==> src/design/dis_pkg.sv <==
// Shared constants, types and helpers for the distinct index sampler.
package dis_pkg;

  localparam int MAX_SET    = 4096;
  localparam int MAX_SELECT = 64;
  localparam int MAX_WORDS  = 64;

  localparam int ADDR_W    = $clog2(MAX_SET);
  localparam int IDX_W     = 12;
  localparam int WORD_W    = 64;
  localparam int SEL_W     = 7;
  localparam int SIZE_W    = 13;
  localparam int CBITS_W   = 4;
  localparam int CFG_W     = 13;
  localparam int CFG_IDX_W = 2;
  localparam int CAND_W    = 1 << CBITS_W;
  localparam int CNT_W     = $clog2(MAX_WORDS + 1);
  localparam int EMIT_W    = $clog2(MAX_SELECT + 1);

  // Queue geometry shared by the candidate queue and the result queue
  localparam int Q_DEPTH  = 4;
  localparam int Q_PTR_W  = $clog2(Q_DEPTH);
  localparam int Q_CNT_W  = $clog2(Q_DEPTH + 1);

  // Register indexes
  localparam logic [CFG_IDX_W-1:0] REG_SELECT = CFG_IDX_W'(0);
  localparam logic [CFG_IDX_W-1:0] REG_SIZE   = CFG_IDX_W'(1);
  localparam logic [CFG_IDX_W-1:0] REG_CBITS  = CFG_IDX_W'(2);

  // Run settings derived from the registers
  typedef struct packed {
    logic [SEL_W-1:0]   k;
    logic [SIZE_W-1:0]  kp;
    logic               pick;
    logic               possible;
    logic [SIZE_W-1:0]  need;
    logic [ADDR_W-1:0]  last_addr;
    logic [CBITS_W-1:0] cbits;
  } run_cfg_t;

  // One classified word: mark is set when the candidate may be marked
  typedef struct packed {
    logic              mark;
    logic [ADDR_W-1:0] idx;
  } cand_t;

  typedef struct packed {
    logic [IDX_W-1:0] index;
    logic             last;
    logic             failed;
  } res_t;

  function automatic run_cfg_t derive_cfg(input logic [SEL_W-1:0]   sel,
                                          input logic [SIZE_W-1:0]  size,
                                          input logic [CBITS_W-1:0] cbits);
    run_cfg_t          c;
    logic [SIZE_W-1:0] k_ext;
    c.k = sel;
    if (sel == '0) begin
      c.k = SEL_W'(1);
    end else if (sel > SEL_W'(MAX_SELECT)) begin
      c.k = SEL_W'(MAX_SELECT);
    end
    c.kp        = (size > SIZE_W'(MAX_SET)) ? SIZE_W'(MAX_SET) : size;
    k_ext       = SIZE_W'(c.k);
    c.pick      = k_ext <= (c.kp >> 1);
    c.possible  = c.kp > k_ext;
    c.need      = c.pick ? k_ext : (c.possible ? c.kp - k_ext : '0);
    c.last_addr = ADDR_W'(c.kp - SIZE_W'(1));
    c.cbits     = cbits;
    return c;
  endfunction

endpackage

==> src/design/dis_outq.sv <==
// Result queue between the back end and the result ports.
module dis_outq import dis_pkg::*; (
  input  logic clk,
  input  logic rst,
  input  logic push,
  input  res_t data,
  output logic space,
  input  logic pop,
  output logic empty,
  output res_t head
);

  res_t               q [Q_DEPTH];
  logic [Q_PTR_W-1:0] wr_ptr;
  logic [Q_PTR_W-1:0] rd_ptr;
  logic [Q_CNT_W-1:0] count;
  logic               take;

  // two free slots: room for a new request plus one already in flight
  assign space = (count <= Q_CNT_W'(Q_DEPTH - 2));
  assign empty = (count == '0);
  assign take  = pop && !empty;
  assign head  = q[rd_ptr];

  always_ff @(posedge clk) begin
    if (rst) begin
      wr_ptr <= '0;
      rd_ptr <= '0;
      count  <= '0;
    end else begin
      if (push) begin
        wr_ptr <= wr_ptr + Q_PTR_W'(1);
      end
      if (take) begin
        rd_ptr <= rd_ptr + Q_PTR_W'(1);
      end
      case ({push, take})
        2'b10:   count <= count + Q_CNT_W'(1);
        2'b01:   count <= count - Q_CNT_W'(1);
        default: count <= count;
      endcase
    end
  end

  always_ff @(posedge clk) begin
    if (push) begin
      q[wr_ptr] <= data;
    end
  end

  a_no_overflow: assert property (@(posedge clk) disable iff (rst)
    push |-> (count != Q_CNT_W'(Q_DEPTH))) else $error("result queue overflow");

endmodule

==> config.mk <==
export PLATFORM = sky130hd
export DESIGN_NAME = dis_outq
export DESIGN_NICKNAME = d
export VERILOG_FILES = /design/src/design/dis_pkg.sv /design/src/design/dis_outq.sv
export SDC_FILE = /design/constraint.sdc
export NUM_CORES = 1
export LEC_CHECK = 0
export ABC_AREA = 0
export BUFFER_PORTS_ARGS = -buffer_cell sky130_fd_sc_hd__buf_2
export CORE_MARGIN = 2
export CORE_UTILIZATION = 56
export CTS_BUF_LIST = sky130_fd_sc_hd__clkbuf_16
export DETAILED_ROUTE_END_ITERATION = 7
export PLACE_DENSITY = 0.78
export SYNTH_ARGS = -nofsm -noshare
export SYNTH_HDL_FRONTEND = slang
export SYNTH_SLANG_ARGS = --single-unit
==> constraint.sdc <==
create_clock -name clk -period 2.1 [get_ports clk]
set_input_delay 0.105 -clock clk [delete_from_list [all_inputs] [get_ports clk]]
set_output_delay 0.105 -clock clk [all_outputs]
set_load 0.01 [all_outputs]
Word level (Yosys, flattened, before mapping)
Memory sizes are Yosys's and may differ from the RTL's. A register that Yosys moved wholly into a read port is not among the register bits.
Cells that the tools add are included.

operators by class
  magnitude comparators = 1
  equal/unequal tests = 2
  reductions and logical operators = 4
  multiplexer cells = 5
  add/subtract/negate cells = 4

operators with widths
  operator                                             number
  case mux 3 bit (2 select lines)                      1
  adder 2 x 1 -> 2 bit, second input constant          2
  2-to-1 mux 2 bit                                     2
  adder 3 x 1 -> 3 bit, second input constant          1
  <= comparator 3 x 2 -> 1 bit, second input constant  1
  zero test 3 bit                                      1
  subtractor 3 x 1 -> 3 bit, second input constant     1
  == test 2 x 1 -> 1 bit, second input constant        1
  == test 2 bit, second input constant                 1
  2-to-1 mux 1 bit                                     2
  nonzero test 2 bit                                   1
  logical AND 1 bit                                    1
  zero test 1 bit                                      1

storage, ports and cells
  bits in writable memories = 56
  memories kept = 1
  word-level logic and storage cells = 20
  input bits = 18
  output and inout port bits = 16
  register bits after elaboration = 7

memories
  memory  words  bits a word  rd ports  clocked after memory_dff  wr ports  line            RTL
  q       4      14           1         1                         1         dis_outq.sv:13  res_t q [Q_DEPTH];

Longest topological paths before layout
Gate-level depths: netlist of the first run.

  depth in word-level cells = 5
  gate-level depth with buffers = 8
  mapped depth without buffers = 8

Worst setup path before layout of the first run
OpenSTA, ideal clock, no wires.

  path kind = register to register
  start point = register count[0]
  end point = register count[2]
  setup time = 0.070 ns
  setup slack = 0.349 ns
  arrival = 1.681 ns
  stages on the path, launching flop included = 9
  path buffers = 0
  clock period less this slack = 1.751 ns
  data required time = 2.030 ns
  path through = dfxtp_1 -> o31ai_1 -> inv_1 -> ha_1 -> inv_1 -> fa_1 -> xor2_1 -> or3_1 -> a21oi_1

on the way
  word-level cells in the longest chain between the ends = 5
  elaborated cells between the ends (all ways) = 9
  those cells by class = 2 x add/sub; 2 x eq/ne; 1 x mux; 4 x reduce/logical

ends and longest elaborated chain
  item                                                                          line            RTL
  start, declared                                                               dis_outq.sv:16  logic [Q_CNT_W-1:0] count;
  start signal, assigned                                                        dis_outq.sv:38  2'b10: count <= count + Q_CNT_W'(1);
  start signal, assigned                                                        dis_outq.sv:39  2'b01: count <= count - Q_CNT_W'(1);
  start signal, assigned                                                        dis_outq.sv:40  default: count <= count;
  zero test 3 bit (*)                                                           dis_outq.sv:21  assign empty = (count == '0);
  zero test 1 bit (*)                                                           dis_outq.sv:22  assign take = pop && !empty;
  logical AND 1 bit (*)                                                         dis_outq.sv:22
  named net take                                                                dis_outq.sv:17  logic take;
  == test 2 x 1 -> 1 bit / == test 2 bit (equally long branches)                dis_outq.sv:37  case ({push, take})
  case mux 3 bit (2 select lines) / nonzero test 2 bit (equally long branches)  n/a

The timed path passes the listed nets; every way through them passes the cells marked *.
A chain may end at the register's enable or synchronous reset.

Final worst setup path of the first run
Same ends and word-level chain as after synthesis.

==> metrics.cfg, run 1 <==
[run_status]
outcome = complete, no violations

[worst_setup_path]
r2r_end = count[2]
cp-start-kind = flip-flop
cpMostUsedCell = inv_1
slowest_stage = dfxtp_1
worstPathArrival_ps = 2220
crit_fanout = 5
critical_path.cell_chain = o31ai_1, inv_1, ha_1, inv_1, fa_1, xor2_1, or3_1, a21oi_1
rr_startpoint = count[0]
path_class = flip-flop to flip-flop
r2r_cells = 8
timing.reg2reg.setup_slack_ps = 130
critPathMaxStageDelay_ps = 430
cp.required_ps = 2350
end_kind = flip-flop

[clocking]
cts.sinks = 65
numCtsBuffers = 9
cts_setup_buffers = 0
h-tree-depth = 3
clockBufferDepth = 2
cts_tree = built
cts_root_buffer = clkbuf_16
clock_latency_ps = 320
clkSlewWorstSetupHoldPaths_ps = 50

[final_layout]
diodes = 0
multiInputGateArea_sq_um = 568
regArea_sq_um = 1860
area_delta_synth_final_pct = 21.1
n_fill_cell = 288
layout.nets = 196
final_core_util_pct = 69.9
stdcell_area_sq_um = 3020
drive_gt1_share_pct = 33.3

[run]
maxCapViolations = 0

[timing]
clock_skew_ps = 3.82
tns_ps = 0
fmaxAchievable_ghz = 0.508
setup_violations = 0
post-route-period-util_pct = 93.8
fin_crit_ps = 1970
slew_headroom_pct = 48.9
rsz0062_at_grt = no
worstMarginPinSlew_ps = 767
finalMaxSlewViolations = 0
whs_ps = 4.51
hold_violations = 0

[hold_path]
min_to = q[2][1]
hold_path_class = input pin to flip-flop
min_path_cells = 1
min-delay-start = data[1]

[synth]
synth-edff-count = 56
synth_xor_area_share_pct = 1.40
synthMuxAreaShare_pct = 13.6
syn_inst = 123
avgSynthCellArea_sq_um = 20.3
syn_nets = 147
ys_async_sr_fraction_pct = 0
synth_fa_ha_area_share_pct = 3.31
netlist_area_sq_um = 2500
synth.lib_cells_used.distinct = 22
ys_seq_area_share_pct = 74.6
synth_top_family_by_area = multiplexers
synth_compound_area_share_pct = 1.50
ys_ff_latch = 65
synth_ff_type = edfxtp_1
synthSimpleGateAreaFrac_pct = 2.91
yosysWarnings = 0

[place]
place_hpwl_mm = 2.78
gp_congestion = 0.733
port_buffers = 33
post_dp_cell_area_sq_um = 2720

[floorplan]
dieArea_sq_um = 5010
rows = 24
core_area_sq_um = 4320
die_h_um = 70.8
initial_core_util_pct = 57.7
top_level_ports = 34
dieWidth_um = 70.8

[drt]
drc = 0
ant_nets = 0
wl_mm = 4.13
wl_per_cell_um = 18.0
dr_total_vias = 1244
dr.pass1.iters = 4
via_per_inst = 5.43
drtIter0Drc = 88

[global_route]
grt_pass1_vias = 1397
antenna_found_initial = 0
grt_pass1_wl_mm = 6.78
grt_max_degree = 15
grt-ovfl-total = 0
grtUsageTotal_pct = 19.1

[power_and_ir_drop]
p_per_area_nw_per_um2 = 1150
p_leak_nw = 1.11
peakVddDrop_uv = 677

==> flip-flops by register name (all words and copies together), names as in the netlist, named ones only <==
| signal | flops |
|---|---|
| rd_ptr | 2 |
| wr_ptr | 2 |
| q | 56 |
| count | 3 |
==> per-layer routing <==
metal / global-route usage (%) / routed length, um / up-vias / part of all wire [%]
met3: 6.55 / 188 / 10 / 4.5
met1: 21.8 / 1650 / 619 / 40
met2: 32.1 / 2210 / 31 / 53
met4: 9.64 / 85 / 0 / 2.1
met5: 0 / 0 / - / 0
li1: - / - / 584 / -
==> worst max path at each step <==
stage,to,from,cells after the start,slack (ps)
final,count[2],count[0],8,130
after global routing,count[2],count[0],8,30
after CTS,count[2],count[0],8,110
after detailed placement,count[2],count[0],8,150
after global placement,count[2],count[0],8,320
after floorplan,count[2],count[0],8,350
==> synth_stat cells, types with 2 or more instances <==
cell      instances  share of area (%)
mux4_2           10                9.0
nor2_1            7                1.1
or3_1             2               0.50
edfxtp_1         56                 67
and2_1            4                1.0
o21ai_0           2               0.40
ha_1              5                2.5
inv_1             7                1.1
dfxtp_1           9                7.2
mux4_1            4                4.2
xor2_1            3                1.1
a21oi_1           4               0.80
==> cells in the final DEF (no fill, tap or decap) <==
cell           netlist  layout
clkinv_2             0       3
and2_1               4       4
nor3_1               1       1
or3_1                2       2
clkbuf_16            0       9
mux4_2              10      10
mux4_1               4       4
o21ai_0              2       2
nor2_1               7       7
clkinv_1             0       2
inv_1                7       9
mux2i_1              1       1
dfxtp_1              9       9
fa_1                 1       1
xor2_1               3       3
edfxtp_1            56      56
nand2_1              1       1
dlygate4sd3_1        0       5
ha_1                 5       5
o31ai_1              1       1
a21oi_1              4       4
xnor2_1              1       1
buf_2                1      33
buf_4                0       4
==> power by group <==
part           switching [mW]  total [mW]  internal (mW)
clock network           0.472        1.24          0.772
logic                   0.321       0.643          0.323
registers              0.0806        1.59           1.51
total                   0.873        3.47           2.60
==> cells by family after synthesis <==
kind of cell             count (synthesis)
AO/OA/AOI/OAI                            7
XOR/XNOR                                 4
adder cells (fa/ha/maj)                  6
buffers and inverters                   11
flip-flops                              65
multiplexers                            15
AND/OR/NAND/NOR                         15
==> final cells by class <==
cell class / count / area share (%)
clock inverters: 7 / 0.994
flip-flops and latches: 65 / 61.6
well taps: 52 / 2.15
repair buffers: 42 / 8.12
inverters: 7 / 0.870
clock buffers: 9 / 7.45
multi-input cells: 47 / 18.8
==> worst max-delay path: cells and delay by family, from the launching register on <==
kind	cells	cell delay, ps
xor gates and xnor gates	1	160
and+or+nand+nor	1	310
buffers and inverters	2	150
adders and majority gates	2	560
AOI/OAI and AO/OA	2	290
DFF	1	430
==> repair_timing <==
action	CTS	global route
endpoints found under the hold margin	16	0
hold buffers	5	0
gates resized for setup	0	0
==> per-stage QoR <==
stage | total power [mW] | worst slack [ps] | cells
after detailed placement | 2.26 | 145 | 208
after floorplan | 2.06 | 349 | 123
final | 3.47 | 131 | 229
after global routing | 3.63 | 32.8 | 229
after CTS | 3.51 | 109 | 229
after global placement | 2.20 | 321 | 208
Note: power is estimated with default switching activity, not from simulation.
==> inputs of run 2 (changes only) <==
Settings changed: SETUP_SLACK_MARGIN set to 0.3.
==> metrics.cfg, run 2 (synthesis gave the netlist of run 1 again) <==
[clocking]
h-tree-depth = 3
clockBufferDepth = 2
clock_latency_ps = 320
numCtsBuffers = 9
clkSlewWorstSetupHoldPaths_ps = 50
cts_root_buffer = clkbuf_16
cts.sinks = 65
cts_tree = built

[power_and_ir_drop]
p_per_area_nw_per_um2 = 1160
peakVddDrop_uv = 684
p_leak_nw = 1.12

[timing]
clock_skew_ps = 3.74
setup_violations = 0
worstMarginPinSlew_ps = 781
hold_violations = 0
fmaxAchievable_ghz = 0.563
rsz0062_at_grt = yes
post-route-period-util_pct = 84.5
finalMaxSlewViolations = 0
slew_headroom_pct = 48.0
whs_ps = 4.13
fin_ws_ps = 325
tns_ps = 0
fin_crit_ps = 1770

[drt]
drc = 0
ant_nets = 0
dr_total_vias = 1274
wl_per_cell_um = 18.2
dr.pass1.iters = 4
drtIter0Drc = 87
via_per_inst = 5.52
wl_mm = 4.20

[hold_path]
hold_path_class = input pin to flip-flop

[final_layout]
top_register = q
layout_common_cells = edfxtp_1, buf_2, mux4_2
layout_commonest_cell = edfxtp_1
layout.nets = 198
drive_gt1_share_pct = 39.1
largest_register_ff_count = 56
diodes = 0
reg_top3 = q x56, count x3
area_delta_synth_final_pct = 23.3
stdcell_area_sq_um = 3080

[worst_setup_path]
crit_family = adder cells
crit_buf_inv = 2
slowest_stage = dfxtp_4
end_kind = flip-flop
cp.required_ps = 2350
critPathMaxStageDelay_ps = 370
crit_fanout = 5
critical_path.cell_chain = o31ai_4, inv_1, ha_2, inv_1, fa_2, xor2_1, or3_1, a21oi_2
path_class = flip-flop to flip-flop
cp-start-kind = flip-flop
cpMostUsedCell = inv_1
worstPathArrival_ps = 2020

[run_status]
outcome = complete, no violations

[floorplan]
initial_core_util_pct = 57.7
dieWidth_um = 70.8
rows = 24
dieArea_sq_um = 5010
core_area_sq_um = 4320
top_level_ports = 34
die_h_um = 70.8

[place]
gp_congestion = 0.733
place_hpwl_mm = 2.78
dpl_worst_slack_ps = 145
port_buffers = 33
post_dp_cell_area_sq_um = 2720

[global_route]
grt_pass1_wl_mm = 6.83
grt_max_degree = 15
grt_pass1_vias = 1422
grtUsageTotal_pct = 19.2
grt-ovfl-total = 0
antenna_found_initial = 0

[run]
maxCapViolations = 0

==> run 2: per-layer routing <==
metal,vias to the layer above,part of all wire [%],GRT usage (%)
li1,583,-,-
met1,637,38,21.5
met2,41,54,32.1
met3,13,5.7,6.98
met4,0,2.6,10.3
met5,-,0,0
==> run 2: timing repair <==
action / in CTS / in global routing
endpoints found under the hold margin: 16 / 0
setup buffers: 1 / 1
setup endpoints to repair: 12 / 6
pin swaps: 1 / 0
hold buffers: 5 / 0
gates resized for setup: 9 / 5
==> run 2: worst paths after layout <==
check	from	to	slack [ps]	depth (start not counted)
worst max-delay path	count[1]	count[2]	330	8
worst max register to register	count[1]	count[2]	330	8
worst min register to register	rd_ptr[1]	flip-flop	500	2
worst min-delay path	data[8]	q[3][8]	4	1
==> run 2: cell type report <==
class                      count  area (sq um)
clock buffer                   9           225
clock inverter                 7          30.0
fill                         286          1250
inverter                       7          26.3
multi-input combinational     47           591
sequential                    65          1880
tap                           52          65.1
timing repair buffer          44           264
==> run 2: through the flow <==
stage	utilization, %	total power [mW]	std cells
floorplan	-	2.06	123
global placement	62.8	2.20	208
detailed placement	62.8	2.26	208
CTS	70.6	3.56	230
global route	71.2	3.71	231
finish	71.2	3.56	231
==> run 2: power by group <==
part | total (mW) | internal, mW | leakage (nW) | switching, mW
clock | 1.24 | 0.771 | 0.136 | 0.470
combinational | 0.708 | 0.365 | 0.392 | 0.343
sequential | 1.61 | 1.52 | 0.591 | 0.0844
==> inputs of run 3 (changes only) <==
Settings changed: CORE_UTILIZATION 56 to 50, PLACE_DENSITY 0.78 to 0.74.
Clock period 2.1 ns to 1.6 ns, I/O delays scaled along.
==> metrics.cfg, run 3 (synthesis gave the netlist of run 1 again) <==
[drt]
dr.pass1.iters = 4
dr_total_vias = 1331
drtIter0Drc = 91
via_per_inst = 5.16
ant_nets = 0
wl_mm = 4.62
wl_per_cell_um = 17.9
drc = 0

[clocking]
numCtsBuffers = 9
h-tree-depth = 3
cts_root_buffer = clkbuf_16
clockBufferDepth = 2
cts.sinks = 65
clock_latency_ps = 320
clkSlewWorstSetupHoldPaths_ps = 50
cts_tree = built

[global_route]
grt-ovfl-total = 0
grtUsageTotal_pct = 19.4
antenna_found_initial = 0
grt_pass1_wl_mm = 7.36
grt_max_degree = 15
grt_pass1_vias = 1516

[hold_path]
min-delay-start = rst
min_path_cells = 2
hold_path_class = input pin to flip-flop
min_to = count[1]

[final_layout]
drive_gt1_share_pct = 44.0
top_register = q
n_fill_cell = 307
stdcell_count = 258
diodes = 0
reg_top3 = q x56, count x3
final_core_util_pct = 70.7
layout_common_cells = edfxtp_1, buf_2, buf_6
largest_register_ff_count = 56
layout_commonest_cell = edfxtp_1
area_delta_synth_final_pct = 34.7
layout.nets = 210

[power_and_ir_drop]
peakVddDrop_uv = 811
p_comb_share_pct = 25.6
total_power_mw = 5.22
pwr-share-clk_pct = 34.5
p_int_mw = 3.93
p_leak_nw = 1.22
p_per_area_nw_per_um2 = 1550
switchingPower_mw = 1.29
power_frac_seq_pct = 39.9
switching_share_pct = 24.7

[worst_setup_path]
r2r_cells = 8
cp-start-kind = flip-flop
slowest_stage = dfxtp_2
crit_buf_inv = 2
crit_family = adder cells
end_kind = flip-flop
cp.required_ps = 1840
critical_path.cell_chain = o31ai_4, inv_2, ha_4, inv_2, fa_2, xor2_1, or3_1, a21oi_1
timing.reg2reg.setup_slack_ps = -100
critPathMaxStageDelay_ps = 350
cpMostUsedCell = inv_2
r2r_end = count[2]
worstPathArrival_ps = 1940
rr_startpoint = count[2]
crit_start = count[2]
path_class = flip-flop to flip-flop
path_depth = 8
crit_fanout = 2

[place]
gp_congestion = 0.708
place_hpwl_mm = 2.81
port_buffers = 33
post-place-cells = 227

[timing]
finalMaxSlewViolations = 0
worstMarginPinSlew_ps = 394
hold_violations = 0
clock_skew_ps = 5.62
fin_ws_ps = -99.4
post-route-period-util_pct = 106
fin_crit_ps = 1700
slew_headroom_pct = 73.5
fmaxAchievable_ghz = 0.588
setup_violations = 2
tns_ps = -179
whs_ps = 34.2
rsz0062_at_grt = yes

[floorplan]
top_level_ports = 34
rows = 25
die_h_um = 74.7
dieArea_sq_um = 5570
core_area_sq_um = 4750
dieWidth_um = 74.7
initial_core_util_pct = 52.5

[run]
maxCapViolations = 0

[run_status]
outcome = finished, violations left
violations = negative setup slack

==> run 3: changes by cell type in the layout (fill, tap and decap cells not counted), moves of 2 or more <==
cell	delta
clkinv_1	-2
buf_2	-14
inv_2	+2
mux4_2	+4
and2_1	-3
buf_6	+14
mux4_1	-4
dlygate4sd3_1	+9
and2_4	+3
==> run 3: per-layer routing <==
metal	vias to the layer above	routed length (um)	global-route usage, %
met5	-	0	0
met1	676	1760	20.1
met2	40	2540	35.1
li1	606	-	-
met4	0	103	9.13
met3	9	221	6.56
==> run 3: final cells by class <==
type                    instances  area, sq um  share of cell area [%]
flip-flops and latches         65         1870                    55.7
multi-input cells              47          603                    17.9
repair buffers                 56          497                    14.8
clock buffers                   9          225                    6.70
well taps                      67         83.8                    2.49
clock inverters                 7         56.3                    1.67
inverters                       7         26.3                   0.781
==> run 3: worst max-delay path by stage <==
stage,slack [ps],end
CTS,-80,count[2]
detailed placement,-110,count[2]
floorplan,-30,count[2]
global placement,-6,count[2]
global route,-190,count[2]
finish,-100,count[2]
==> run 3: power by group through the flow <==
stage	clock (mW)	sequential, mW	combinational (mW)
floorplan	0	2.09	0.681
global placement	0	2.08	0.976
detailed placement	0	2.09	1.04
CTS	1.84	2.08	1.30
global route	1.90	2.09	1.45
finish	1.80	2.08	1.34
==> run 3: per-stage QoR <==
step / worst slack [ps] / area, sq um
3_3_place_gp: -6.34 / 2810
3_5_place_dp: -106 / 2810
2_1_floorplan: -33.1 / 2530
4_1_cts: -78.4 / 3340
5_1_grt: -193 / 3360
6_report: -99.4 / 3360
==> run 3: timing repair <==
action,in CTS,in global routing
gates cloned,1,0
pin swaps,2,2
gates resized for setup,27,5
buffers inserted,0,0
hold buffers,14,0
hold endpoints to repair,56,0
setup endpoints to repair,60,48
