--- config.mk ---
export PLATFORM = sky130hd
export DESIGN_NAME = dis_front
export DESIGN_NICKNAME = d
export VERILOG_FILES = /design/src/design/dis_pkg.sv /design/src/design/dis_front.sv
export SDC_FILE = /design/constraint.sdc
export NUM_CORES = 1
export LEC_CHECK = 0
export BUFFER_PORTS_ARGS = -buffer_cell sky130_fd_sc_hd__buf_2
export CAP_MARGIN = 20
export CORE_ASPECT_RATIO = 1.1
export CORE_MARGIN = 4
export CORE_UTILIZATION = 47
export DETAILED_ROUTE_END_ITERATION = 8
export PLACE_DENSITY = 0.88
export SYNTH_ARGS = -nofsm -noshare
export SYNTH_HDL_FRONTEND = slang
export SYNTH_SLANG_ARGS = --single-unit
--- constraint.sdc ---
create_clock -name clk -period 4.3 [get_ports clk]
set_input_delay 0.86 -clock clk [delete_from_list [all_inputs] [get_ports clk]]
set_output_delay 0.86 -clock clk [all_outputs]
set_load 0.02 [all_outputs]
--- src/design/dis_pkg.sv ---
// Shared constants, types and helpers for the distinct index sampler.
package dis_pkg;

  localparam int MAX_SET    = 4096;
  localparam int MAX_SELECT = 64;
  localparam int MAX_WORDS  = 64;

  localparam int ADDR_W    = $clog2(MAX_SET);
  localparam int IDX_W     = 12;
  localparam int WORD_W    = 64;
  localparam int SEL_W     = 7;
  localparam int SIZE_W    = 13;
  localparam int CBITS_W   = 4;
  localparam int CFG_W     = 13;
  localparam int CFG_IDX_W = 2;
  localparam int CAND_W    = 1 << CBITS_W;
  localparam int CNT_W     = $clog2(MAX_WORDS + 1);
  localparam int EMIT_W    = $clog2(MAX_SELECT + 1);

  // Queue geometry shared by the candidate queue and the result queue
  localparam int Q_DEPTH  = 4;
  localparam int Q_PTR_W  = $clog2(Q_DEPTH);
  localparam int Q_CNT_W  = $clog2(Q_DEPTH + 1);

  // Register indexes
  localparam logic [CFG_IDX_W-1:0] REG_SELECT = CFG_IDX_W'(0);
  localparam logic [CFG_IDX_W-1:0] REG_SIZE   = CFG_IDX_W'(1);
  localparam logic [CFG_IDX_W-1:0] REG_CBITS  = CFG_IDX_W'(2);

  // Run settings derived from the registers
  typedef struct packed {
    logic [SEL_W-1:0]   k;
    logic [SIZE_W-1:0]  kp;
    logic               pick;
    logic               possible;
    logic [SIZE_W-1:0]  need;
    logic [ADDR_W-1:0]  last_addr;
    logic [CBITS_W-1:0] cbits;
  } run_cfg_t;

  // One classified word: mark is set when the candidate may be marked
  typedef struct packed {
    logic              mark;
    logic [ADDR_W-1:0] idx;
  } cand_t;

  typedef struct packed {
    logic [IDX_W-1:0] index;
    logic             last;
    logic             failed;
  } res_t;

  function automatic run_cfg_t derive_cfg(input logic [SEL_W-1:0]   sel,
                                          input logic [SIZE_W-1:0]  size,
                                          input logic [CBITS_W-1:0] cbits);
    run_cfg_t          c;
    logic [SIZE_W-1:0] k_ext;
    c.k = sel;
    if (sel == '0) begin
      c.k = SEL_W'(1);
    end else if (sel > SEL_W'(MAX_SELECT)) begin
      c.k = SEL_W'(MAX_SELECT);
    end
    c.kp        = (size > SIZE_W'(MAX_SET)) ? SIZE_W'(MAX_SET) : size;
    k_ext       = SIZE_W'(c.k);
    c.pick      = k_ext <= (c.kp >> 1);
    c.possible  = c.kp > k_ext;
    c.need      = c.pick ? k_ext : (c.possible ? c.kp - k_ext : '0);
    c.last_addr = ADDR_W'(c.kp - SIZE_W'(1));
    c.cbits     = cbits;
    return c;
  endfunction

endpackage

--- src/design/dis_front.sv ---
// Front end: takes words, extracts and range-checks the candidate, queues it.
module dis_front import dis_pkg::*; (
  input  logic              clk,
  input  logic              rst,
  input  logic              flush,
  input  logic              blocked,
  input  run_cfg_t          cfg,
  input  logic              push,
  input  logic [WORD_W-1:0] random_word,
  output logic              full,
  input  logic              q_pop,
  output cand_t             q_head,
  output logic              q_empty
);

  logic [CAND_W-1:0]  cand;
  logic [CAND_W-1:0]  cand_mask;
  cand_t              entry;
  logic               take;

  cand_t              q [Q_DEPTH];
  logic [Q_PTR_W-1:0] wr_ptr;
  logic [Q_PTR_W-1:0] rd_ptr;
  logic [Q_CNT_W-1:0] count;

  // low cbits of the word; the wider bits never reach the candidate
  assign cand_mask  = (CAND_W'(1) << cfg.cbits) - CAND_W'(1);
  assign cand       = random_word[CAND_W-1:0] & cand_mask;
  assign entry.mark = cfg.possible && (cand < CAND_W'(cfg.kp));
  assign entry.idx  = cand[ADDR_W-1:0];

  assign full    = (count == Q_CNT_W'(Q_DEPTH)) || blocked;
  assign take    = push && !full;
  assign q_empty = (count == '0);
  assign q_head  = q[rd_ptr];

  always_ff @(posedge clk) begin
    if (rst || flush) begin
      wr_ptr <= '0;
      rd_ptr <= '0;
      count  <= '0;
    end else begin
      if (take) begin
        wr_ptr <= wr_ptr + Q_PTR_W'(1);
      end
      if (q_pop) begin
        rd_ptr <= rd_ptr + Q_PTR_W'(1);
      end
      case ({take, q_pop})
        2'b10:   count <= count + Q_CNT_W'(1);
        2'b01:   count <= count - Q_CNT_W'(1);
        default: count <= count;
      endcase
    end
  end

  always_ff @(posedge clk) begin
    if (take) begin
      q[wr_ptr] <= entry;
    end
  end

endmodule

==> After elaboration in Yosys (flattened, before gate mapping) <==
Memories as Yosys holds them, arrays and structs flattened. A register that Yosys moved wholly into a read port is not among the register bits.
Index checks and enable logic that the tools add are counted.
{ "word_totals": {"romBits": 0, "in_bits": 121, "latch_bits": 0, "elab_cells": 27, "mem_bits_rw": 52, "memories": 1, "regBits": 7} }
{ "mem_list": {"columns": ["name", "words", "width", "read_ports", "rd_clocked_by_memory_dff", "wr", "line", "text"], "rows": [
  ["q", 4, 13, 1, 1, 1, "dis_front.sv:21", "cand_t q [Q_DEPTH];"]
]} }
{ "op_classes": {"div": 0, "n_eq_ne": 3, "shift": 1, "mul": 0, "mux": 5, "bitwise_logic": 1, "add_sub_neg": 5, "magnitude_cmp": 1, "reduce_logical": 7} }
{ "ops": {"columns": ["operator", "n"], "rows": [
  ["16-bit bitwise AND", 1],
  ["16-bit by 13-bit < comparator with 1-bit output", 1],
  ["1-bit by 4-bit left shift with 16-bit output (first input constant)", 1],
  ["16-bit by 2-bit subtractor with 16-bit output (second input constant)", 1],
  ["3-bit one-hot mux with 2 select lines", 1],
  ["2-bit by 1-bit adder with 2-bit output (second input constant)", 2],
  ["2-bit two-way mux", 2],
  ["3-bit by 1-bit adder with 3-bit output (second input constant)", 1],
  ["3-bit == test (second input constant)", 1],
  ["3-bit logical NOT", 1],
  ["3-bit by 1-bit subtractor with 3-bit output (second input constant)", 1],
  ["2-bit by 1-bit == test with 1-bit output (second input constant)", 1],
  ["2-bit == test (second input constant)", 1],
  ["1-bit logical AND", 2],
  ["1-bit logical OR", 2],
  ["1-bit two-way mux", 2],
  ["2-bit nonzero test", 1],
  ["1-bit logical NOT", 1]
]} }

==> Depth between registers and ports, before layout <==
Gate-level depths: netlist of the first run.
{ "logic_depth": {"word_depth": 6, "mapped_depth": 13, "depth_no_buf": 11} }

==> Least setup slack after synthesis of the first run <==
Ideal clock, no wire load.
{ "synth_path": {"path_type": "input port to flip-flop", "start": "in cfg[1] (netlist bit)", "end": "mem q[0][12] (netlist bit), data pin", "setup_slack_ps": 463, "t_arrival_ps": 3689, "cell_stages": 12, "setup_ps": 148, "required_time_ps": 4152, "path_cell_list": "clkbuf_1 or4b_2 ha_1 clkbuf_1 nor3_1 o211ai_1 a21boi_0 ha_1 a21oi_1 a21boi_0 a2111oi_2 o31a_1"} }
{ "synth_rtl": {"columns": ["item", "line", "text"], "rows": [
  ["start: declaration", "dis_front.sv:7", "input run_cfg_t cfg,"],
  ["end: declaration", "dis_front.sv:21", null]
]} }

==> run summary, run 1 <==
STA
--------------------------------------------------------------------------------
Number of endpoints failing setup at the final stage                           0
Unrepaired setup endpoints after global routing                               no
Post-layout minimum cycle time                                           3.69 ns
Transition time at the pin with the least slew margin                   0.841 ns
Max-slew violation count                                                       0
Hold slack                                                              0.534 ns
Maximum operating frequency                                              271 MHz
Clk_skew                                                              0.00295 ns
Worst Setup Slack, final                                                0.615 ns
Final number of hold-violating endpoints                                       0
Period Utilization, post-route                                             0.857
Final-layout setup total negative slack                                     0 ns
Headroom to the max-slew limit                                             0.439

LOGIC SYNTHESIS
--------------------------------------------------------------------------------
Top FF cell, synth                                                  sky130_fd_sc_hd__edfxtp_1
Async set or reset register ratio after synthesis                              0
Leading area contributor after synthesis                            sky130_fd_sc_hd__edfxtp_1
Distinct cells, synth                                                         40
Post-synth design cell area                                            2910 um^2
Top cell type's share of synthesized area                                  0.537
Synthesized area per cell                                              14.5 um^2
Syn_nets                                                                     341
Post-synthesis instance total                                                201
Synthesis Warnings                                                             0
Cells taking the most area after synthesis                          sky130_fd_sc_hd__edfxtp_1 (54%), sky130_fd_sc_hd__mux4_2 (10%), sky130_fd_sc_hd__ha_1 (7.7%)
Share of synthesized area occupied by flip-flops and latches               0.599
Count of flip-flops with a built-in enable after synthesis                    52
Number of register bits inferred by synthesis                                 61

CRITICAL PATH
--------------------------------------------------------------------------------
Nature of the critical path endpoint                                    register
Number of buffers and inverters on the critical path                           1
Delay of the slowest cell on the worst path                              0.68 ns
Worst Path Max Fanout                                                         12
Startpoint types                                                    primary input
Critical setup path kind                                               in -> reg
Slowest library cell on the worst path                              sky130_fd_sc_hd__or4b_2
WP data arrival                                                          3.84 ns
Chain of cells forming the critical path                            buf_2, or4b_2, ha_1, nor3_1, o211ai_1, a21boi_0, ha_1, a21oi_1, a21boi_0, a2111oi_2, o31a_1
Data required, critical path                                             4.45 ns
Cell class contributing the biggest share of worst-path delay       compound AO/OA/AOI/OAI gates

FINAL LAYOUT
--------------------------------------------------------------------------------
Area growth from synthesis to layout                                       18.8%
Util after Layout                                                          0.587
Fraction of final layout cells sized beyond drive strength 1               0.340
Number of nets in the finished design                                        400
Antenna cells                                                                  0

DIE
--------------------------------------------------------------------------------
Core area                                                              5880 um^2
Full die area                                                          7510 um^2
Site row count                                                                29
Vertical die dimension                                                   90.5 um
I/O pin count                                                                136
Die width                                                                83.0 um
Initial Util                                                               0.495

GLOBAL ROUTING
--------------------------------------------------------------------------------
Number of antenna violations at the first check in global routing              0
Total global-route track usage                                             0.148
Via count of the first global-routing pass                                  1816
First-pass GRT wire length                                               8.61 mm
Maximum number of pins on one net before global-route repair                  17
Total global routing overflow                                                  0

CLOCK TREE
--------------------------------------------------------------------------------
Clk slew on worst S/H paths                                              0.06 ns
Number of buffers created by CTS                                               9
TritonCTS clock tree                                                       built
Number of H-tree levels                                                        3
Root cell of the clock tree                                         sky130_fd_sc_hd__clkbuf_8
Post-CTS Hold Fix Bufs                                                         0
Count of cells resized by post-cts repair                                      0
Clock insertion delay at the later pin of the skew report                0.33 ns
Clock sink count                                                              61
Number of buffers between clock root and the deepest sink                      2
Setup Buffers After CTS                                                        0

DRT
--------------------------------------------------------------------------------
Uppermost routed layer                                                      met4
Detailed-router iteration count before antenna repair                          4
Met2 wirelength from detailed routing                                    2.69 mm
Remaining antenna violation count after routing                                0
DRC Markers                                                                    0
Aggregate routed wire length                                             5.30 mm
Detailed Route Iter0 Violations                                               96
Average routed wire per standard cell                                    15.5 um
M1 WL                                                                    2.16 mm
Number of vias in the routed layout                                         1803
Met3 routed WL                                                            360 um
Drt via density                                                             5.27

PLACE
--------------------------------------------------------------------------------
Routability congestion estimate from global placement                      0.838
Count of input and output buffers                                             53
Detailed-placement wirelength estimate                                   3.85 mm
Post-Place Worst Slack                                                  0.248 ns

POWER
--------------------------------------------------------------------------------
Lkg Pwr                                                                  1.35 nW
Pwr Density                                                          375 nW/um^2
Largest voltage drop on the vdd net                                     0.158 mV

JOB
--------------------------------------------------------------------------------
Max_cap viols                                                                  0

WORST HOLD PATH
--------------------------------------------------------------------------------
Hold crit path type                                                   reg -> reg

RUN STATUS
--------------------------------------------------------------------------------
Outcome                                                             finished clean

[routing by layer]
metal,vias up,GRT usage
met5,-,0
met4,0,0.0858
met3,7,0.0310
met2,64,0.243
met1,855,0.180
li1,877,-
[state kept, by name, indices dropped and copies added (netlist names), named ones only]
signal / flops
q: 52
count: 3
rd_ptr: 2
wr_ptr: 2
[kinds of logic after synthesis]
kind of cell / share of synthesized area
buf+inv: 0.0379
mux: 0.104
compound gates: 0.0684
fa+ha+maj: 0.0843
flops: 0.599
simple gates: 0.0852
xor+xnor: 0.0211
[power breakdown]
group / switching, mW / internal, mW / leakage (nW) / total [mW]
Sequential: 0.00873 / 0.656 / 0.549 / 0.665
Combinational: 0.0800 / 0.0666 / 0.697 / 0.147
Clock: 0.195 / 0.289 / 0.103 / 0.484
[Yosys cell counts (all sizes together) (4+ instances only)]
| master | instances |
|---|---|
| ha | 18 |
| inv | 19 |
| mux4 | 13 |
| o21ai | 5 |
| nor2 | 13 |
| o21a | 4 |
| clkbuf | 6 |
| nand2 | 5 |
| edfxtp | 52 |
| dfxtp | 9 |
| and2 | 8 |
| a21oi | 7 |
| xor2 | 4 |
[layout by cell type, fill, tap and decap left out, drive strengths merged, types with 2 or more instances in the layout]
cell type  Yosys  final
a21boi         3      3
a21oi          7      7
and2           8      8
and3           2      2
buf            2     56
clkbuf         6     16
dfxtp          9      9
edfxtp        52     52
ha            18     18
inv           19     19
mux4          13     13
nand2          5      5
nand3          2      2
nand4          2      2
nor2          13     13
nor2b          3      3
nor3           3      3
nor4b          2      2
o21a           4      4
o21ai          5      5
xnor2          3      3
xor2           4      4
[area by class of cell]
type                       count  area [um^2]
fill                         461         2420
sequential                    61         1740
inverter                      19         71.3
clock buffer                  16          200
timing repair buffer          56          288
tap                           77         96.3
multi-input combinational    113         1060
[worst reg2reg max path, cell delays in order (launching register included)]
cell                       delay [ns]
sky130_fd_sc_hd__dfxtp_1         0.39
sky130_fd_sc_hd__nor2_1          0.08
sky130_fd_sc_hd__a211oi_1        0.71
sky130_fd_sc_hd__inv_1           0.15
sky130_fd_sc_hd__ha_1            0.26
sky130_fd_sc_hd__inv_1           0.08
sky130_fd_sc_hd__fa_1            0.19
sky130_fd_sc_hd__xor2_1          0.09
sky130_fd_sc_hd__or3_1           0.31
sky130_fd_sc_hd__a21oi_1         0.14
[path summary, 6_finish.rpt]
| check | from | to | slack (ns) | depth (start not counted) |
|---|---|---|---|---|
| worst max-delay path | cfg[1] | q[1][12]$_DFFE_PP_ | 0.61 | 11 |
| worst min-delay path | count[2]$_SDFFE_PP0P_ | count[2]$_SDFFE_PP0P_ | 0.53 | 2 |
| worst max register to register | count[0]$_SDFFE_PP0P_ | count[2]$_SDFFE_PP0P_ | 1.84 | 9 |
| worst min register to register | count[2]$_SDFFE_PP0P_ | count[2]$_SDFFE_PP0P_ | 0.53 | 2 |
[stage by stage]
| step | power [mW] | cells | area, um^2 |
|---|---|---|---|
| 2_1_floorplan | 0.772 | 201 | 2910 |
| 5_1_grt | 1.35 | 342 | 3450 |
| 3_3_place_gp | 0.817 | 326 | 3250 |
| 4_1_cts | 1.31 | 342 | 3450 |
| 6_report | 1.30 | 342 | 3450 |
| 3_5_place_dp | 0.825 | 326 | 3250 |
Note: power is estimated with default switching activity, not from simulation.
==> run 2, diff against run 1 <==
==> constraint.sdc (replaced) <==
create_clock -name clk -period 4.1 [get_ports clk]
set_input_delay 0.615 -clock clk [delete_from_list [all_inputs] [get_ports clk]]
set_output_delay 0.615 -clock clk [all_outputs]
set_load 0.02 [all_outputs]
==> run 2 against run 1 <==
Clock power decreased by 3%. Cell count decreased by 0.29%. Worst setup slack improved by 0.047 ns. Critical path type unchanged. Sequential share of layout area increased by 0.41 points. Global-route usage decreased by 0.18 points. Core utilization decreased by 0.47 points. Highest routed layer unchanged. Combinational power increased by 3%. Non-clock buffer count decreased by 1. Critical endpoint is now q[0][12]$_DFFE_PP_. Count of clock-buffer cells in the layout decreased by 1.
==> run summary, run 2 (synthesis results as in run 1) <==
FINAL LAYOUT
--------------------------------------------------------------------------------
Commonest cells after routing, fill and taps aside                  sky130_fd_sc_hd__buf_2 (53), sky130_fd_sc_hd__edfxtp_1 (52), sky130_fd_sc_hd__inv_1 (19), sky130_fd_sc_hd__ha_1 (18)
Fraction of final layout cells sized beyond drive strength 1               0.330   -0.0101
Filler Cells Inserted                                                        469   +1.7%
Register with the most flip-flops                                              q
Most common cell after layout, fill and taps aside                  sky130_fd_sc_hd__buf_2
Area growth from synthesis to layout                                       17.8%
Antenna cells                                                                  0   unchanged
Largest regs                                                        q (52), count (3)
Number of nets in the finished design                                        399   -0.25%
Max FFs per register                                                          52   unchanged

STA
--------------------------------------------------------------------------------
Final-layout setup total negative slack                                     0 ns   unchanged
Transition time at the pin with the least slew margin                   0.877 ns   +0.0363 ns
Unrepaired setup endpoints after global routing                               no
Number of endpoints failing setup at the final stage                           0   unchanged
Final number of hold-violating endpoints                                       0   unchanged
Period Utilization, post-route                                             0.839
Max-slew violation count                                                       0   unchanged
Post-layout minimum cycle time                                           3.44 ns
Maximum operating frequency                                              291 MHz
Headroom to the max-slew limit                                             0.415   -0.0242
Worst Setup Slack, final                                                0.662 ns   +0.0472 ns
Clk_skew                                                              0.00398 ns   +0.00103 ns

DRT
--------------------------------------------------------------------------------
Aggregate routed wire length                                             5.08 mm   -4.0%
Number of vias in the routed layout                                         1780   -1.3%
DRC Markers                                                                    0   unchanged
Detailed Route Iter0 Violations                                              160   +67%
Average routed wire per standard cell                                    14.9 um   -3.8%
Detailed-router iteration count before antenna repair                          4   unchanged
Drt via density                                                             5.22   -0.99%
Remaining antenna violation count after routing                                0   unchanged

GLOBAL ROUTING
--------------------------------------------------------------------------------
Via count of the first global-routing pass                                  1803   -0.72%
First-pass GRT wire length                                               8.62 mm   about the same
Total global routing overflow                                                  0   unchanged
Total global-route track usage                                             0.146   -0.00180
Number of antenna violations at the first check in global routing              0   unchanged
Fraction of met2 tracks used by global routing                             0.239   -0.00401
Global route hottest layer                                                  met2
Global routing met3 resource utilization                                  0.0338   +0.00274
Maximum number of pins on one net before global-route repair                  18   +1
Met1 layer usage reported by global route                                  0.184   +0.00354

CLOCK TREE
--------------------------------------------------------------------------------
Root cell of the clock tree                                         sky130_fd_sc_hd__clkbuf_8
Count of cells resized by post-cts repair                                      0   unchanged
Clk slew on worst S/H paths                                              0.06 ns   about the same
Clock insertion delay at the later pin of the skew report                0.32 ns   about the same
TritonCTS clock tree                                                       built
Clock sink count                                                              61   unchanged
Number of H-tree levels                                                        3   unchanged
Number of buffers between clock root and the deepest sink                      2   unchanged
Setup Buffers After CTS                                                        0   unchanged
Number of buffers created by CTS                                               9   unchanged
Post-CTS Hold Fix Bufs                                                         0   unchanged

RUN STATUS
--------------------------------------------------------------------------------
Outcome                                                             finished clean

CRITICAL PATH
--------------------------------------------------------------------------------
R2R depth                                                                      9   unchanged
Worst setup path startpoint                                               cfg[1]
Worst Path Max Fanout                                                         12   unchanged
Data required, critical path                                             4.25 ns   -0.20 ns
Slack of the worst reg-to-reg path                                       1.74 ns   -0.10 ns
Nature of the critical path endpoint                                    register
WP data arrival                                                          3.59 ns   -0.25 ns
Critical Path Sink                                                  q[0][12]$_DFFE_PP_
Startpoint types                                                    primary input
Startpoint of the worst register-to-register path                   count[0]$_SDFFE_PP0P_
Critical setup path kind                                               in -> reg
Capture instance of the worst register-to-register path             count[2]$_SDFFE_PP0P_

PLACE
--------------------------------------------------------------------------------
Count of input and output buffers                                             53   unchanged
Routability congestion estimate from global placement                      0.805   -3.9%
Detailed-placement wirelength estimate                                   3.68 mm   -4.4%
Post-Place Worst Slack                                                  0.334 ns   +0.0854 ns

DIE
--------------------------------------------------------------------------------
Die width                                                                83.0 um   unchanged
I/O pin count                                                                136   unchanged
Initial Util                                                               0.495   unchanged
Site row count                                                                29   unchanged
Vertical die dimension                                                   90.5 um   unchanged
Core area                                                              5880 um^2   unchanged
Full die area                                                          7510 um^2   unchanged

POWER
--------------------------------------------------------------------------------
Largest voltage drop on the vdd net                                     0.157 mV   -0.72%
Pwr Density                                                          385 nW/um^2   +2.5%
Lkg Pwr                                                                  1.33 nW   -1.2%

JOB
--------------------------------------------------------------------------------
Max_cap viols                                                                  0   unchanged

WORST HOLD PATH
--------------------------------------------------------------------------------
Hold crit path type                                                   reg -> reg

==> run 2: cell types whose count changed in the layout (fill, tap and decap cells not counted) <==
cell and delta:
sky130_fd_sc_hd__clkbuf_8 -2, sky130_fd_sc_hd__buf_4 -1, sky130_fd_sc_hd__clkbuf_1 +1, sky130_fd_sc_hd__clkinv_1 +1
==> run 2: how the worst min path moves through the flow <==
stage                      startpoint                endpoint  slack [ns]  cells past startpoint
4_1_cts         count[2]$_SDFFE_PP0P_   count[2]$_SDFFE_PP0P_        0.53                      2
3_5_place_dp   rd_ptr[0]$_SDFFE_PP0P_  rd_ptr[0]$_SDFFE_PP0P_        0.52                      2
5_1_grt        rd_ptr[0]$_SDFFE_PP0P_  rd_ptr[0]$_SDFFE_PP0P_        0.58                      2
3_3_place_gp    count[2]$_SDFFE_PP0P_   count[2]$_SDFFE_PP0P_        0.50                      2
6_report        count[2]$_SDFFE_PP0P_   count[2]$_SDFFE_PP0P_        0.53                      2
2_1_floorplan  rd_ptr[1]$_SDFFE_PP0P_                register        0.48                      2
==> run 2: power by group <==
| part | leakage, nW | switching [mW] | internal (mW) | total, mW |
|---|---|---|---|---|
| registers | 0.549 | 0.00913 | 0.688 | 0.697 |
| clock network | 0.0914 | 0.202 | 0.268 | 0.470 |
| logic | 0.692 | 0.0819 | 0.0691 | 0.151 |
==> run 2: through the flow <==
| stage | power (mW) | hold slack (ns) | cells | utilization | instance area (um^2) |
|---|---|---|---|---|---|
| finish | 1.32 | 0.527 | 341 | 0.583 | 3430 |
| global route | 1.38 | 0.575 | 341 | 0.583 | 3430 |
| CTS | 1.33 | 0.532 | 341 | 0.583 | 3430 |
| detailed placement | 0.862 | 0.520 | 325 | 0.552 | 3250 |
| global placement | 0.856 | 0.501 | 325 | 0.552 | 3250 |
| floorplan | 0.809 | 0.485 | 201 | - | 2910 |
==> run 2: layout make-up <==
cell class	count	area, um^2	area share
Tap cell	77	96.3	0.0281
Inverter	19	71.3	0.0208
Sequential cell	61	1740	0.508
Timing Repair Buffer	55	280	0.0818
Multi-Input combinational cell	113	1060	0.308
Clock buffer	15	176	0.0515
Clock inverter	1	3.75	0.00110
==> run 2: worst max-delay path, cell delays in order <==
cell	delay (ns)
sky130_fd_sc_hd__buf_2	0.17
sky130_fd_sc_hd__or4b_2	0.67
sky130_fd_sc_hd__ha_1	0.31
sky130_fd_sc_hd__and2_2	0.23
sky130_fd_sc_hd__o21ai_0	0.18
sky130_fd_sc_hd__a21boi_0	0.11
sky130_fd_sc_hd__o21a_1	0.25
sky130_fd_sc_hd__ha_1	0.31
sky130_fd_sc_hd__nand2_1	0.06
sky130_fd_sc_hd__o21ai_0	0.07
sky130_fd_sc_hd__a221oi_1	0.31
sky130_fd_sc_hd__o31a_1	0.29
==> run 2: metal layers <==
metal  up-vias  part of all wire
met1       844              0.43
li1        868                 -
met2        64              0.50
met5         -                 0
met4         0             0.012
met3         4             0.056
